### src/hdl/spvm_pkg.sv
// Shared types and constants for the space vector modulator step block.
// No dependencies; imported by the serial multiplier and the top level.
package spvm_pkg;

   // Operand and product widths of the shared shift-add multiplier.
   localparam int MUL_A_W = 48;
   localparam int MUL_B_W = 32;
   localparam int MUL_P_W = 64;

   localparam int PPH_W    = 23;
   localparam int PERIOD_W = 16;
   localparam int FREQ_W   = 14;
   localparam int MOD_W    = 15;
   localparam int TIME_W   = 15;
   localparam int OUT_W    = 16;
   localparam int CSR_IDX_W = 2;
   localparam int CSR_DATA_W = 23;
   localparam int SINE_W   = 31;

   localparam logic [CSR_IDX_W-1:0] CSR_PHASE_PER_HERTZ = 2'd0;
   localparam logic [CSR_IDX_W-1:0] CSR_PWM_PERIOD      = 2'd1;

   // Odd Taylor coefficients of sin(pi/2 * x), Q30.
   localparam logic [31:0] K1 = 32'd1686629713;
   localparam logic [31:0] K3 = 32'd693598668;
   localparam logic [31:0] K5 = 32'd85569306;
   localparam logic [31:0] K7 = 32'd5026995;
   localparam logic [31:0] K9 = 32'd172272;

   localparam logic [SINE_W-1:0] ONE_Q30 = 31'h4000_0000;
   // floor(v/3) == (v * RECIP3) >> 33 for every 32-bit v.
   localparam logic [31:0] RECIP3 = 32'hAAAA_AAAB;
   localparam logic [MUL_P_W-1:0] HALF_Q45 = 64'h0000_1000_0000_0000;
   localparam logic [MUL_P_W-1:0] HALF_Q30 = 64'h0000_0000_2000_0000;
   localparam logic [TIME_W:0] TIME_MAX = 16'd32767;

   typedef enum logic [2:0] {
      ST_IDLE = 3'b001,
      ST_RUN  = 3'b010,
      ST_HOLD = 3'b100
   } state_type;

   typedef enum logic [3:0] {
      OP_INC   = 4'd0,
      OP_DIV   = 4'd1,
      OP_SQ    = 4'd2,
      OP_P7    = 4'd3,
      OP_P5    = 4'd4,
      OP_P3    = 4'd5,
      OP_P1    = 4'd6,
      OP_FIN   = 4'd7,
      OP_PSUM  = 4'd8,
      OP_T0    = 4'd9,
      OP_MTS   = 4'd10,
      OP_D1    = 4'd11,
      OP_D2    = 4'd12,
      OP_ALPHA = 4'd13,
      OP_BETA  = 4'd14
   } op_type;

   function automatic logic [2:0] vec_first(input logic [2:0] k);
      logic [2:0] v;
      unique case (k)
         3'd0: v = 3'd1;
         3'd1: v = 3'd3;
         3'd2: v = 3'd3;
         3'd3: v = 3'd5;
         3'd4: v = 3'd5;
         default: v = 3'd1;
      endcase
      return v;
   endfunction

   function automatic logic [2:0] vec_second(input logic [2:0] k);
      logic [2:0] v;
      unique case (k)
         3'd0, 3'd1: v = 3'd2;
         3'd2, 3'd3: v = 3'd4;
         default:    v = 3'd6;
      endcase
      return v;
   endfunction

endpackage

### src/hdl/spvm_mul.sv
// Bit-serial shift-add multiplier shared by every product of the block.
// Depends on spvm_pkg for operand widths.
module spvm_mul (
   input  logic                          clock,
   input  logic                          reset,
   input  logic                          start,
   input  logic [spvm_pkg::MUL_A_W-1:0]  a_in,
   input  logic [spvm_pkg::MUL_B_W-1:0]  b_in,
   output logic                          done,
   output logic [spvm_pkg::MUL_P_W-1:0]  product
);
   import spvm_pkg::*;

   logic                busy_ff, busy_in;
   logic [MUL_P_W-1:0]  acc_ff, acc_in;
   logic [MUL_P_W-1:0]  mcand_ff, mcand_in;
   logic [MUL_B_W-1:0]  mplier_ff, mplier_in;

   // One multiplier bit per cycle; finishes as soon as no set bit remains.
   assign done    = busy_ff && (mplier_ff == '0);
   assign product = acc_ff;

   always_comb begin
      busy_in   = busy_ff;
      acc_in    = acc_ff;
      mcand_in  = mcand_ff;
      mplier_in = mplier_ff;
      if (start) begin
         busy_in   = 1'b1;
         acc_in    = '0;
         mcand_in  = MUL_P_W'(a_in);
         mplier_in = b_in;
      end else if (busy_ff) begin
         if (mplier_ff == '0) begin
            busy_in = 1'b0;
         end else begin
            if (mplier_ff[0]) begin
               acc_in = acc_ff + mcand_ff;
            end
            mcand_in  = mcand_ff << 1;
            mplier_in = mplier_ff >> 1;
         end
      end
   end

   always_ff @(posedge clock) begin
      if (reset) begin
         busy_ff <= 1'b0;
      end else begin
         busy_ff <= busy_in;
      end
      acc_ff    <= acc_in;
      mcand_ff  <= mcand_in;
      mplier_ff <= mplier_in;
   end

endmodule

### src/hdl/space_vector_modulator_step_top.sv
// Top level of the two-level three-phase space vector modulator step.
// Depends on spvm_pkg and spvm_mul.
//
// Usage: each beat on the req_ channel is one PWM update (frequency and
// modulation index). The block advances its phase accumulator, then gives
// one beat on the rsp_ channel with the sector, the three dwell times, the
// active vector pair, the alpha/beta reference and the overmodulation flag.
// The csr_ port writes phase_per_hertz (index 0) and pwm_period (index 1);
// write it only while no update is in flight.
// Every product runs through one shift-add multiplier, one bit of the
// multiplier operand per cycle. An update takes 34 products; the next
// update is accepted once the result is in the output register.
// Reset clears the phase and both registers and empties the output.
// While rsp_stall is high the result beat holds; a new request may already
// be accepted and computed, and then waits until the output is free.
module space_vector_modulator_step_top #(
   parameter int PHASE_BITS = 24,
   parameter int ANGLE_BITS = 16
) (
   input  logic                                clock,
   input  logic                                reset,
   input  logic                                csr_we,
   input  logic [spvm_pkg::CSR_IDX_W-1:0]      csr_index,
   input  logic [spvm_pkg::CSR_DATA_W-1:0]     csr_wdata,
   input  logic                                req_valid,
   output logic                                req_stall,
   input  logic [spvm_pkg::FREQ_W-1:0]         req_frequency,
   input  logic [spvm_pkg::MOD_W-1:0]          req_mod_index,
   output logic                                rsp_valid,
   input  logic                                rsp_stall,
   output logic [3:0]                          rsp_sector,
   output logic [spvm_pkg::TIME_W-1:0]         rsp_zero_time,
   output logic [spvm_pkg::TIME_W-1:0]         rsp_first_time,
   output logic [spvm_pkg::TIME_W-1:0]         rsp_second_time,
   output logic [2:0]                          rsp_first_vector,
   output logic [2:0]                          rsp_second_vector,
   output logic signed [spvm_pkg::OUT_W-1:0]   rsp_alpha_out,
   output logic signed [spvm_pkg::OUT_W-1:0]   rsp_beta_out,
   output logic                                rsp_overmodulated
);
   import spvm_pkg::*;

   localparam int INC_SHIFT = 36 - PHASE_BITS;
   localparam int SH_R = (PHASE_BITS >= ANGLE_BITS) ? PHASE_BITS - ANGLE_BITS : 0;
   localparam int SH_L = (PHASE_BITS >= ANGLE_BITS) ? 0 : ANGLE_BITS - PHASE_BITS;
   localparam int DIV_SHIFT = 31 - ANGLE_BITS;
   localparam int X_SHIFT = 32 - ANGLE_BITS;
   localparam logic [ANGLE_BITS:0] ANGLE_ONE = (ANGLE_BITS+1)'(1) << ANGLE_BITS;
   localparam logic [ANGLE_BITS-1:0] QUARTER = ANGLE_BITS'(1) << (ANGLE_BITS - 2);

   // Quarter-turn argument of the sine of a turn fraction.
   function automatic logic [SINE_W-1:0] quarter_arg(input logic [ANGLE_BITS-1:0] a);
      logic [ANGLE_BITS-2:0] r;
      r = {1'b0, a[ANGLE_BITS-3:0]};
      if (a[ANGLE_BITS-2]) begin
         r = QUARTER[ANGLE_BITS-2:0] - r;
      end
      return SINE_W'(r) << X_SHIFT;
   endfunction

   state_type                state_ff, state_in;
   op_type                   op_ff, op_in;
   logic                     issued_ff, issued_in;
   logic [1:0]               sel_ff, sel_in;
   logic [PHASE_BITS-1:0]    phase_ff, phase_in;
   logic [PPH_W-1:0]         pph_ff;
   logic [PERIOD_W-1:0]      period_ff;
   logic [FREQ_W-1:0]        freq_ff;
   logic [MOD_W-1:0]         mod_ff;
   logic [SINE_W-1:0]        x_ff, x_in;
   logic [SINE_W-1:0]        x2_ff, x2_in;
   logic [31:0]              r_ff, r_in;
   logic [SINE_W-1:0]        s1_ff, s2_ff, cmag_ff, smag_ff;
   logic                     cneg_ff, sneg_ff;
   logic [46:0]              p_ff;
   logic [30:0]              mts_ff;
   logic [TIME_W-1:0]        t0_ff, t1_ff, t2_ff;
   logic                     over_ff;
   logic [OUT_W-1:0]         alpha_ff, beta_ff;

   logic                     mul_start, mul_done;
   logic [MUL_A_W-1:0]       mul_a;
   logic [MUL_B_W-1:0]       mul_b;
   logic [MUL_P_W-1:0]       prod;

   logic [ANGLE_BITS-1:0]    angle, f, cos_angle;
   logic [ANGLE_BITS+3:0]    ang12;
   logic [ANGLE_BITS+2:0]    ang6;
   logic [3:0]               sec12;
   logic [2:0]               k6;
   logic [ANGLE_BITS:0]      f_rest;
   logic [31:0]              dv0, dv1;
   logic [SINE_W-1:0]        div_q, sine_res;
   logic [MUL_P_W-1:0]       prod_q30, rnd45, rnd30;
   logic [TIME_W-1:0]        time_sat;
   logic [OUT_W-1:0]         ref_mag;
   logic                     accept, out_free;

   assign accept   = req_valid && !req_stall;
   assign out_free = !rsp_valid || !rsp_stall;
   assign req_stall = (state_ff != ST_IDLE);

   spvm_mul u_mul (
      .clock   (clock),
      .reset   (reset),
      .start   (mul_start),
      .a_in    (mul_a),
      .b_in    (mul_b),
      .done    (mul_done),
      .product (prod)
   );

   // Angle, sector and in-sector fraction follow the phase register.
   assign angle     = ANGLE_BITS'((64'(phase_ff) >> SH_R) << SH_L);
   assign ang12     = (ANGLE_BITS+4)'(angle) * (ANGLE_BITS+4)'(12);
   assign ang6      = (ANGLE_BITS+3)'(angle) * (ANGLE_BITS+3)'(6);
   assign sec12     = ang12[ANGLE_BITS+3:ANGLE_BITS];
   assign k6        = ang6[ANGLE_BITS+2:ANGLE_BITS];
   assign f         = ang6[ANGLE_BITS-1:0];
   assign f_rest    = ANGLE_ONE - {1'b0, f};
   assign dv0       = 32'(f) << DIV_SHIFT;
   assign dv1       = 32'(f_rest) << DIV_SHIFT;
   assign cos_angle = angle + QUARTER;

   assign div_q    = (prod[63:33] > ONE_Q30) ? ONE_Q30 : prod[63:33];
   assign prod_q30 = prod >> 30;
   assign sine_res = (prod_q30 > MUL_P_W'(ONE_Q30)) ? ONE_Q30 : prod_q30[SINE_W-1:0];
   assign rnd45    = (prod + HALF_Q45) >> 45;
   assign rnd30    = (prod + HALF_Q30) >> 30;
   assign time_sat = (rnd45 > MUL_P_W'(TIME_MAX)) ? TIME_MAX[TIME_W-1:0] : rnd45[TIME_W-1:0];
   assign ref_mag  = (rnd30 > MUL_P_W'(TIME_MAX)) ? TIME_MAX : rnd30[OUT_W-1:0];

   always_comb begin
      mul_a = '0;
      mul_b = '0;
      case (op_ff)
         OP_INC: begin
            mul_a = MUL_A_W'(pph_ff);
            mul_b = MUL_B_W'(freq_ff);
         end
         OP_DIV: begin
            mul_a = MUL_A_W'(sel_ff[0] ? dv1 : dv0);
            mul_b = RECIP3;
         end
         OP_SQ: begin
            mul_a = MUL_A_W'(x_ff);
            mul_b = MUL_B_W'(x_ff);
         end
         OP_P7, OP_P5, OP_P3, OP_P1: begin
            mul_a = MUL_A_W'(x2_ff);
            mul_b = r_ff;
         end
         OP_FIN: begin
            mul_a = MUL_A_W'(x_ff);
            mul_b = r_ff;
         end
         OP_PSUM: begin
            mul_a = MUL_A_W'(s1_ff) + MUL_A_W'(s2_ff);
            mul_b = MUL_B_W'(mod_ff);
         end
         OP_T0: begin
            // Past full modulation the zero time is clamped to zero.
            mul_a = (MUL_P_W'(p_ff) > HALF_Q45) ? '0
                  : MUL_A_W'(HALF_Q45) - MUL_A_W'(p_ff);
            mul_b = MUL_B_W'(period_ff);
         end
         OP_MTS: begin
            mul_a = MUL_A_W'(period_ff);
            mul_b = MUL_B_W'(mod_ff);
         end
         OP_D1: begin
            mul_a = MUL_A_W'(mts_ff);
            mul_b = MUL_B_W'(s1_ff);
         end
         OP_D2: begin
            mul_a = MUL_A_W'(mts_ff);
            mul_b = MUL_B_W'(s2_ff);
         end
         OP_ALPHA: begin
            mul_a = MUL_A_W'(cmag_ff);
            mul_b = MUL_B_W'(mod_ff);
         end
         OP_BETA: begin
            mul_a = MUL_A_W'(smag_ff);
            mul_b = MUL_B_W'(mod_ff);
         end
         default: begin
            mul_a = '0;
            mul_b = '0;
         end
      endcase
   end

   assign mul_start = (state_ff == ST_RUN) && !issued_ff;

   always_comb begin
      state_in  = state_ff;
      op_in     = op_ff;
      issued_in = issued_ff;
      sel_in    = sel_ff;
      phase_in  = phase_ff;
      x_in      = x_ff;
      x2_in     = x2_ff;
      r_in      = r_ff;
      unique case (state_ff)
         ST_IDLE: begin
            if (accept) begin
               state_in  = ST_RUN;
               op_in     = OP_INC;
               issued_in = 1'b0;
            end
         end
         ST_RUN: begin
            if (mul_start) begin
               issued_in = 1'b1;
            end
            if (mul_done) begin
               issued_in = 1'b0;
               case (op_ff)
                  OP_INC: begin
                     phase_in = phase_ff + prod[INC_SHIFT +: PHASE_BITS];
                     sel_in   = 2'd0;
                     op_in    = OP_DIV;
                  end
                  OP_DIV: begin
                     x_in  = div_q;
                     op_in = OP_SQ;
                  end
                  OP_SQ: begin
                     x2_in = prod[60:30];
                     r_in  = K9;
                     op_in = OP_P7;
                  end
                  OP_P7: begin
                     r_in  = K7 - prod_q30[31:0];
                     op_in = OP_P5;
                  end
                  OP_P5: begin
                     r_in  = K5 - prod_q30[31:0];
                     op_in = OP_P3;
                  end
                  OP_P3: begin
                     r_in  = K3 - prod_q30[31:0];
                     op_in = OP_P1;
                  end
                  OP_P1: begin
                     r_in  = K1 - prod_q30[31:0];
                     op_in = OP_FIN;
                  end
                  OP_FIN: begin
                     // Sine order: second dwell, first dwell, cosine, sine.
                     if (sel_ff == 2'd0) begin
                        sel_in = 2'd1;
                        op_in  = OP_DIV;
                     end else if (sel_ff == 2'd1) begin
                        sel_in = 2'd2;
                        x_in   = quarter_arg(cos_angle);
                        op_in  = OP_SQ;
                     end else if (sel_ff == 2'd2) begin
                        sel_in = 2'd3;
                        x_in   = quarter_arg(angle);
                        op_in  = OP_SQ;
                     end else begin
                        op_in  = OP_PSUM;
                     end
                  end
                  OP_PSUM:  op_in = OP_T0;
                  OP_T0:    op_in = OP_MTS;
                  OP_MTS:   op_in = OP_D1;
                  OP_D1:    op_in = OP_D2;
                  OP_D2:    op_in = OP_ALPHA;
                  OP_ALPHA: op_in = OP_BETA;
                  default:  state_in = ST_HOLD;
               endcase
            end
         end
         ST_HOLD: begin
            if (out_free) begin
               state_in = ST_IDLE;
            end
         end
         default: state_in = ST_IDLE;
      endcase
   end

   always_ff @(posedge clock) begin
      if (reset) begin
         state_ff  <= ST_IDLE;
         op_ff     <= OP_INC;
         issued_ff <= 1'b0;
         sel_ff    <= 2'd0;
         phase_ff  <= '0;
         pph_ff    <= '0;
         period_ff <= '0;
         rsp_valid <= 1'b0;
      end else begin
         state_ff  <= state_in;
         op_ff     <= op_in;
         issued_ff <= issued_in;
         sel_ff    <= sel_in;
         phase_ff  <= phase_in;
         if (csr_we && csr_index == CSR_PHASE_PER_HERTZ) begin
            pph_ff <= csr_wdata[PPH_W-1:0];
         end
         if (csr_we && csr_index == CSR_PWM_PERIOD) begin
            period_ff <= csr_wdata[PERIOD_W-1:0];
         end
         if (state_ff == ST_HOLD && out_free) begin
            rsp_valid <= 1'b1;
         end else if (!rsp_stall) begin
            rsp_valid <= 1'b0;
         end
      end
   end

   // Datapath registers; no reset needed.
   always_ff @(posedge clock) begin
      x_ff  <= x_in;
      x2_ff <= x2_in;
      r_ff  <= r_in;
      if (accept) begin
         freq_ff <= req_frequency;
         mod_ff  <= req_mod_index;
      end
      if (state_ff == ST_RUN && op_ff == OP_FIN && mul_done) begin
         case (sel_ff)
            2'd0: s2_ff <= sine_res;
            2'd1: s1_ff <= sine_res;
            2'd2: cmag_ff <= sine_res;
            default: smag_ff <= sine_res;
         endcase
      end
      if (state_ff == ST_RUN && op_ff == OP_FIN && mul_done && sel_ff == 2'd1) begin
         cneg_ff <= cos_angle[ANGLE_BITS-1];
         sneg_ff <= angle[ANGLE_BITS-1];
      end
      if (state_ff == ST_RUN && mul_done) begin
         case (op_ff)
            OP_PSUM: p_ff <= prod[46:0];
            OP_T0: begin
               t0_ff   <= time_sat;
               over_ff <= (MUL_P_W'(p_ff) > HALF_Q45) && (period_ff != '0);
            end
            OP_MTS:   mts_ff <= prod[30:0];
            OP_D1:    t1_ff <= time_sat;
            OP_D2:    t2_ff <= time_sat;
            OP_ALPHA: alpha_ff <= cneg_ff ? OUT_W'(0) - ref_mag : ref_mag;
            OP_BETA:  beta_ff <= sneg_ff ? OUT_W'(0) - ref_mag : ref_mag;
            default: begin
            end
         endcase
      end
      if (state_ff == ST_HOLD && out_free) begin
         rsp_sector        <= sec12 + 4'd1;
         rsp_zero_time     <= t0_ff;
         rsp_first_time    <= t1_ff;
         rsp_second_time   <= t2_ff;
         rsp_first_vector  <= vec_first(k6);
         rsp_second_vector <= vec_second(k6);
         rsp_alpha_out     <= alpha_ff;
         rsp_beta_out      <= beta_ff;
         rsp_overmodulated <= over_ff;
      end
   end

endmodule

### config.mk
export PLATFORM = sky130hd
export DESIGN_NAME = space_vector_modulator_step_top
export DESIGN_NICKNAME = d
export VERILOG_FILES = /design/src/hdl/spvm_pkg.sv /design/src/hdl/spvm_mul.sv /design/src/hdl/space_vector_modulator_step_top.sv
export SDC_FILE = /design/constraint.sdc
export NUM_CORES = 2
export LEC_CHECK = 0
export BUFFER_PORTS_ARGS = -buffer_cell sky130_fd_sc_hd__buf_2
export CAP_MARGIN = 20
export CORE_MARGIN = 4
export CORE_UTILIZATION = 34
export CTS_BUF_LIST = sky130_fd_sc_hd__clkbuf_4
export CTS_CLUSTER_SIZE = 12
export DETAILED_ROUTE_END_ITERATION = 6
export SYNTH_ARGS = -nofsm -noshare
export SYNTH_HDL_FRONTEND = slang
export SYNTH_HIERARCHICAL = 1
export SYNTH_SLANG_ARGS = --single-unit
### constraint.sdc
create_clock -name clock -period 14.3 [get_ports clock]
set_clock_uncertainty 0.1 [all_clocks]
set_input_delay 0.715 -clock clock [delete_from_list [all_inputs] [get_ports clock]]
set_output_delay 0.715 -clock clock [all_outputs]
set_load 0.1 [all_outputs]
### Word level (Yosys, flattened, before mapping)

Cells that the tools add are included.

| word-level totals | value |
|---|---|
| output and inout bits | 90 |
| register bits | 728 |
| word-level logic and storage cells | 212 |
| input bits | 59 |

| cells by class | value |
|---|---|
| bitwise gates (word level) | 2 |
| reduce and logical (&&, ||, !) cells | 60 |
| equality and inequality tests | 36 |
| add/subtract/negate cells | 16 |
| multipliers | 2 |
| muxes and demuxes | 50 |
| magnitude comparators | 5 |

Operators by type and width:

| cell | count |
|---|---|
| 48-bit one-hot mux with 10 select lines | 1 |
| 32-bit one-hot mux with 8 select lines | 1 |
| 48-bit two-way mux | 4 |
| 32-bit one-hot mux with 5 select lines | 1 |
| 31-bit two-way mux | 5 |
| 32-bit two-way mux | 4 |
| 64-bit by 30-bit adder with 64-bit output (second input constant) | 1 |
| 64-bit by 45-bit adder with 64-bit output (second input constant) | 1 |
| 64-bit adder | 1 |
| 31-bit one-hot mux with 2 select lines | 1 |
| 4-bit one-hot mux with 14 select lines | 1 |
| 16-bit two-way mux | 3 |
| 45-bit by 47-bit subtractor with 48-bit output (first input constant) | 1 |
| 47-bit by 45-bit greater-than comparator with 1-bit output (second input constant) | 1 |
| 15-bit two-way mux | 3 |
| 16-bit by 2-bit multiplier with 18-bit output (second input constant) | 2 |
| 34-bit by 15-bit greater-than comparator with 1-bit output (second input constant) | 1 |
| 34-bit by 31-bit greater-than comparator with 1-bit output (second input constant) | 1 |
| 31-bit by 31-bit adder with 32-bit output | 1 |
| 32-bit logical NOT | 1 |
| 23-bit by 32-bit subtractor with 32-bit output (first input constant) | 1 |
| 27-bit by 32-bit subtractor with 32-bit output (first input constant) | 1 |
| 30-bit by 32-bit subtractor with 32-bit output (first input constant) | 1 |
| 31-bit by 32-bit subtractor with 32-bit output (first input constant) | 1 |
| other kinds (52) | 132 |

### Longest topological paths before layout

| depth | value |
|---|---|
| depth in word-level cells | 7 |
| depth in mapped cells | 21 |
| mapped depth without buffers | 18 |

### By module

The synthesis kept the hierarchy.

By module, submodules not included:

| module | area an instance (sq um) | cells an instance | seq. area each (sq um) | times used |
|---|---|---|---|---|
| space_vector_modulator_step_top | 30775.8 | 2914 | 16225.6 | 1 |
| spvm_mul | 10242.3 | 1097 | 4023.9 | 1 |

### Worst setup path after synthesis

No wires, ideal clock.

| path | value |
|---|---|
| path kind | register to register |
| from | register rsp_valid |
| to | register rsp_alpha_out[0] (netlist name), enable pin |
| setup time | 0.559 ns |
| data arrival time | 4.910 ns |
| required time | 13.641 ns |
| stages on the path, launching flop included | 2 |
| slack | 8.731 ns |
| path buffers | 0 |
| clock period less this slack | 5.569 ns |
| path through | dfxtp_1 -> a21oi_1 |

| on the way | value |
|---|---|
| word-level cells in the longest chain between the ends | 3 |

RTL lines:

| what | RTL line | text |
|---|---|---|
| start: declaration | space_vector_modulator_step_top.sv:29 | `output logic rsp_valid,` |
| start signal: assignment | space_vector_modulator_step_top.sv:295 | `rsp_valid <= 1'b0;` |
| start signal: assignment | space_vector_modulator_step_top.sv:309 | `rsp_valid <= 1'b1;` |
| start signal: assignment | space_vector_modulator_step_top.sv:311 | `rsp_valid <= 1'b0;` |
| 1-bit logical NOT | space_vector_modulator_step_top.sv:100 | `assign out_free = !rsp_valid \|\| !rsp_stall;` |
| 1-bit logical OR | space_vector_modulator_step_top.sv:100 |  |
| 1-bit logical AND | space_vector_modulator_step_top.sv:353 | `if (state_ff == ST_HOLD && out_free) begin` |
| end signal: assignment | space_vector_modulator_step_top.sv:360 | `rsp_alpha_out <= alpha_ff;` |
| end: declaration | space_vector_modulator_step_top.sv:37 | `output logic signed [spvm_pkg::OUT_W-1:0] rsp_alpha_out,` |

Every way passes these cells.
A chain may end at the register's enable or synchronous reset.

### Worst setup path after layout

| path | value |
|---|---|
| from | register u_mul.acc_ff[45], in the netlist u_mul/product[45] |
| to | register beta_ff[14] (data pin) |

| on the way | value |
|---|---|
| word-level cells in the longest chain between the ends | 5 |

RTL lines:

| what | RTL line | text |
|---|---|---|
| start: declaration | spvm_mul.sv:15 | `logic [MUL_P_W-1:0] acc_ff, acc_in;` |
| start signal: assignment | spvm_mul.sv:52 | `acc_ff <= acc_in;` |
| 64-bit by 30-bit adder with 64-bit output * | space_vector_modulator_step_top.sv:129 | `assign rnd30 = (prod + HALF_Q30) >> 30;` |
| 34-bit by 15-bit greater-than comparator with 1-bit output * | space_vector_modulator_step_top.sv:131 | `assign ref_mag = (rnd30 > MUL_P_W'(TIME_MAX)) ? TIME_MAX : rnd30[OUT_W-1:0];` |
| 16-bit two-way mux * | space_vector_modulator_step_top.sv:131 |  |
| 1-bit by 16-bit subtractor with 16-bit output | space_vector_modulator_step_top.sv:348 | `OP_BETA: beta_ff <= sneg_ff ? OUT_W'(0) - ref_mag : ref_mag;` |
| 16-bit two-way mux * | space_vector_modulator_step_top.sv:348 |  |
| end signal: assignment | space_vector_modulator_step_top.sv:348 |  |
| end: declaration | space_vector_modulator_step_top.sv:79 | `logic [OUT_W-1:0] alpha_ff, beta_ff;` |

Mark *: on every way between the ends. The rest lies on a longest branch, timed or not.

==> results.py <==
metrics = {
    "status": {
        "outcome": "complete, but fails checks",
        "violations_in_the_final_reports": "design-rule violations",
    },
    "layout": {
        "layout-drive-gt1-share": 0.164,
        "most-common-layout-cells": "sky130_fd_sc_hd__edfxtp_1, sky130_fd_sc_hd__nand2_1, sky130_fd_sc_hd__a21oi_1, sky130_fd_sc_hd__clkbuf_4, sky130_fd_sc_hd__nor2_1",
        "syn_to_final_growth_pct": 13.8,
        "final_common_cell": "sky130_fd_sc_hd__edfxtp_1",
        "finish.instance_area_um2": 46700,
        "fill_cells": 11900,
        "post_layout_net_count": 4500,
        "finalNonFillerCells": 6025,
        "final_util": 0.390,
    },
    "placed_design": {
        "placed_cells": 5620,
        "io_buffers": 146,
        "postPlaceCellArea_um2": 43600,
        "place_hpwl_um": 109000,
        "dpl_worst_slack_ns": 8.43,
        "place.gp.congestion": 0.966,
    },
    "logic_synthesis": {
        "synthArstFlopShare": 0,
        "yosys_warn_count": 6,
        "synth.yosys.seq_area_share": 0.494,
        "synth.cell_area_um2": 41000,
        "synthDistinctLibCells": 103,
        "yosys_most_used_dff": "sky130_fd_sc_hd__edfxtp_1",
        "synth.avg_cell_area_um2": 10.2,
        "synthesis.instances": 4011,
        "synth.ff_latch_count": 726,
        "synth-edff-count": 571,
    },
    "worst_setup_path": {
        "worst_ep_required_time_ns": 14.97,
        "path_cells": "ha_1, inv_1, or3_4, nor4_4, xnor2_1, a31o_1, nand4_1, a2111o_1, buf_4, nand2b_1, inv_1, ha_1, nand3_1, a2111o_1, nor4_2, and3b_1, nand3_1, o31ai_1, a21oi_1",
        "worst-setup-path-type": "reg -> reg",
        "crit_arrival_ns": 6.69,
        "cp_slowest_cell": "sky130_fd_sc_hd__dfxtp_1",
        "critical_path.startpoint_type": "flip-flop",
        "crit_path_end_kind": "flip-flop",
        "timing.critical_path.fanout_max": 39,
        "critical-path-max-stage-delay_ns": 0.93,
    },
    "timing": {
        "post-route-period-util": 0.421,
        "fin_hold_ws_ns": 0.187,
        "maxClockFrequency_mhz": 166,
        "finalMaxSlewViolations": 0,
        "transition_time_at_the_pin_with_the_least_slew_margin_ns": 1.14,
        "period_needed_ns": 6.02,
        "timing.final.ws_setup_ns": 8.28,
        "total_count_of_hold_check_failures_in_the_final_report": 0,
        "finalSetupTns_ns": 0,
        "max-slew-margin-rel": 0.240,
        "grt_setup_unrepaired": "no",
        "setup_violations": 0,
    },
    "detailed_routing": {
        "vias_per_cell": 5.78,
        "drc": 20,
        "drt-wirelength-per-cell_um": 25.0,
        "drt_iter0_markers": 4320,
        "routed_wire_length_um": 151000,
        "postRouteAntennaNets": 0,
        "detailroute.via_count": 34800,
        "number_of_optimization_iterations_in_the_first_detailed_route_pass": 7,
    },
    "floorplan": {
        "io_pins": 149,
        "die_x_um": 355,
        "die_height_um": 355,
        "core_ar_um2": 120000,
        "placementRows": 127,
        "initial_util": 0.342,
        "dieArea_um2": 126000,
    },
    "global_routing": {
        "grt_max_degree": 77,
        "vias_in_the_first_global_route": 33300,
        "track_usage": 0.231,
        "overflow": 0,
        "grt_antenna_before_repair": 2,
        "grt_first_pass_wirelength_um": 220000,
    },
    "cts": {
        "cts_resized": 0,
        "clk_latency_ns": 1.14,
        "tritoncts_buffer_count": 187,
        "cts-root-to-sink-buffers": 3,
        "holdBufCountCts": 58,
        "root_buffer_selected_by_cts": "sky130_fd_sc_hd__clkbuf_4",
        "cts_tree": "done",
        "worst_setup_hold_path_clk_slew_ns": 0.07,
        "cts_h_tree_depth": 4,
        "cts_post_setup_buffers_inserted": 0,
        "clkSinkCount": 726,
    },
    "pwr": {
        "report.power.total_mw": 6.78,
        "irDropWorstVdd_uv": 70.5,
        "p_leak_nw": 17.2,
        "power.density_nw_per_um2": 145,
    },
    "min_path": {
        "worst_hold_path_type": "in -> reg",
    },
    "flow_run": {
        "max_cap_violations": 0,
    },
}
==> sequential cells by signal (all words and copies together) (netlist names), 23 cells and up <==
signal and flops:
pph_ff 23, r_ff 32, u_mul/product 64, s2_ff 31, x2_ff 31, smag_ff 31
s1_ff 31, u_mul/mcand_ff 64, cmag_ff 31, phase_ff 24, mts_ff 31, p_ff 47
x_ff 31, u_mul/mplier_ff 32
==> worst max-delay path, delay by kind of cell (launching register included) <==
kind / cells / cell delay [ns]
xor+xnor: 1 / 0.17
compound gates: 5 / 1.09
flops: 1 / 0.93
fa+ha+maj: 2 / 0.72
simple gates: 8 / 2.18
buf+inv: 3 / 0.50
==> final cells by class <==
cell class,count,area [um2],share of cell area
clock inverters,72,455,0.00976
flip-flops and latches,726,20200,0.434
clock buffers,270,2030,0.0434
repair buffers,284,1920,0.0411
well taps,1612,2020,0.0432
inverters,110,413,0.00885
diodes,4,10.0,0.000214
multi-input cells,2947,19600,0.420
==> final timing paths <==
path	from	to	slack, ns	cells after the start
setup / recovery	u_mul/product[45]	beta_ff[14]	8.28	19
hold / removal	req_frequency[5]	freq_ff[5]	0.19	2
setup reg to reg	u_mul/product[45]	beta_ff[14]	8.28	19
hold reg to reg	t0_ff[7]	rsp_zero_time[7]	0.31	0
==> kinds of logic after synthesis <==
family,count (synthesis),synth area share
XOR/XNOR,218,0.0465
multiplexers,109,0.0291
flip-flops,726,0.494
other,2,0.000183
AND/OR/NAND/NOR,1336,0.160
adder cells (fa/ha/maj),185,0.0573
AO/OA/AOI/OAI,1096,0.180
buffers and inverters,339,0.0330
==> where the power goes <==
part / total (mW) / switching (mW) / internal, mW / leakage [nW]
registers: 2.70 / 0.187 / 2.51 / 6.51
clock network: 1.89 / 0.924 / 0.964 / 1.46
logic: 2.19 / 1.42 / 0.771 / 9.20
total: 6.78 / 2.53 / 4.25 / 17.2
==> cells in the mapped netlist (11+ instances only) <==
master                     instances  area share
sky130_fd_sc_hd__xnor2_1         154       0.033
sky130_fd_sc_hd__o21a_1           30      0.0055
sky130_fd_sc_hd__edfxtp_1        571        0.42
sky130_fd_sc_hd__a21o_1           70       0.013
sky130_fd_sc_hd__o21ai_1          19      0.0023
sky130_fd_sc_hd__o211ai_1         24      0.0044
sky130_fd_sc_hd__nand2_1         451       0.041
sky130_fd_sc_hd__nor2b_1          28      0.0043
sky130_fd_sc_hd__nand2b_1         35      0.0053
sky130_fd_sc_hd__nand4_1          56      0.0085
sky130_fd_sc_hd__a31oi_1          37      0.0056
sky130_fd_sc_hd__a311oi_1         13      0.0028
sky130_fd_sc_hd__clkbuf_1        169       0.015
sky130_fd_sc_hd__a222oi_1         70       0.017
sky130_fd_sc_hd__nand3_1         119       0.015
sky130_fd_sc_hd__a221oi_1         26      0.0056
sky130_fd_sc_hd__buf_2            30      0.0037
sky130_fd_sc_hd__a211o_1          12      0.0026
sky130_fd_sc_hd__xor2_1           64       0.014
sky130_fd_sc_hd__nor3_1           89       0.011
sky130_fd_sc_hd__mux2_2           82       0.023
sky130_fd_sc_hd__o22ai_1          46      0.0070
sky130_fd_sc_hd__o21ai_0         165       0.020
sky130_fd_sc_hd__ha_1            180       0.055
sky130_fd_sc_hd__dfxtp_1         155       0.076
sky130_fd_sc_hd__and2_1           73       0.011
sky130_fd_sc_hd__or3_1            23      0.0035
sky130_fd_sc_hd__nor4_1           44      0.0067
sky130_fd_sc_hd__or2_2            24      0.0037
sky130_fd_sc_hd__buf_1            21      0.0019
sky130_fd_sc_hd__a22oi_1          44      0.0081
sky130_fd_sc_hd__mux2i_1          27      0.0066
sky130_fd_sc_hd__a211oi_1         35      0.0064
sky130_fd_sc_hd__and4_1           15      0.0032
sky130_fd_sc_hd__and3_1           36      0.0055
sky130_fd_sc_hd__nand3b_1         13      0.0024
sky130_fd_sc_hd__a21oi_1         334       0.041
sky130_fd_sc_hd__inv_1           107      0.0098
sky130_fd_sc_hd__o21bai_1         27      0.0049
sky130_fd_sc_hd__o31ai_1          19      0.0035
sky130_fd_sc_hd__o221ai_1         11      0.0023
sky130_fd_sc_hd__nor2_1          264       0.024
==> routing by layer <==
metal / part of all wire / track usage / vias to the layer above
met5: 0 / 0 / -
met4: 0.061 / 0.130 / 0
met3: 0.081 / 0.0407 / 361
met2: 0.46 / 0.374 / 1765
met1: 0.40 / 0.293 / 16900
li1: - / - / 15800
Power figures use the tool's default switching activity.
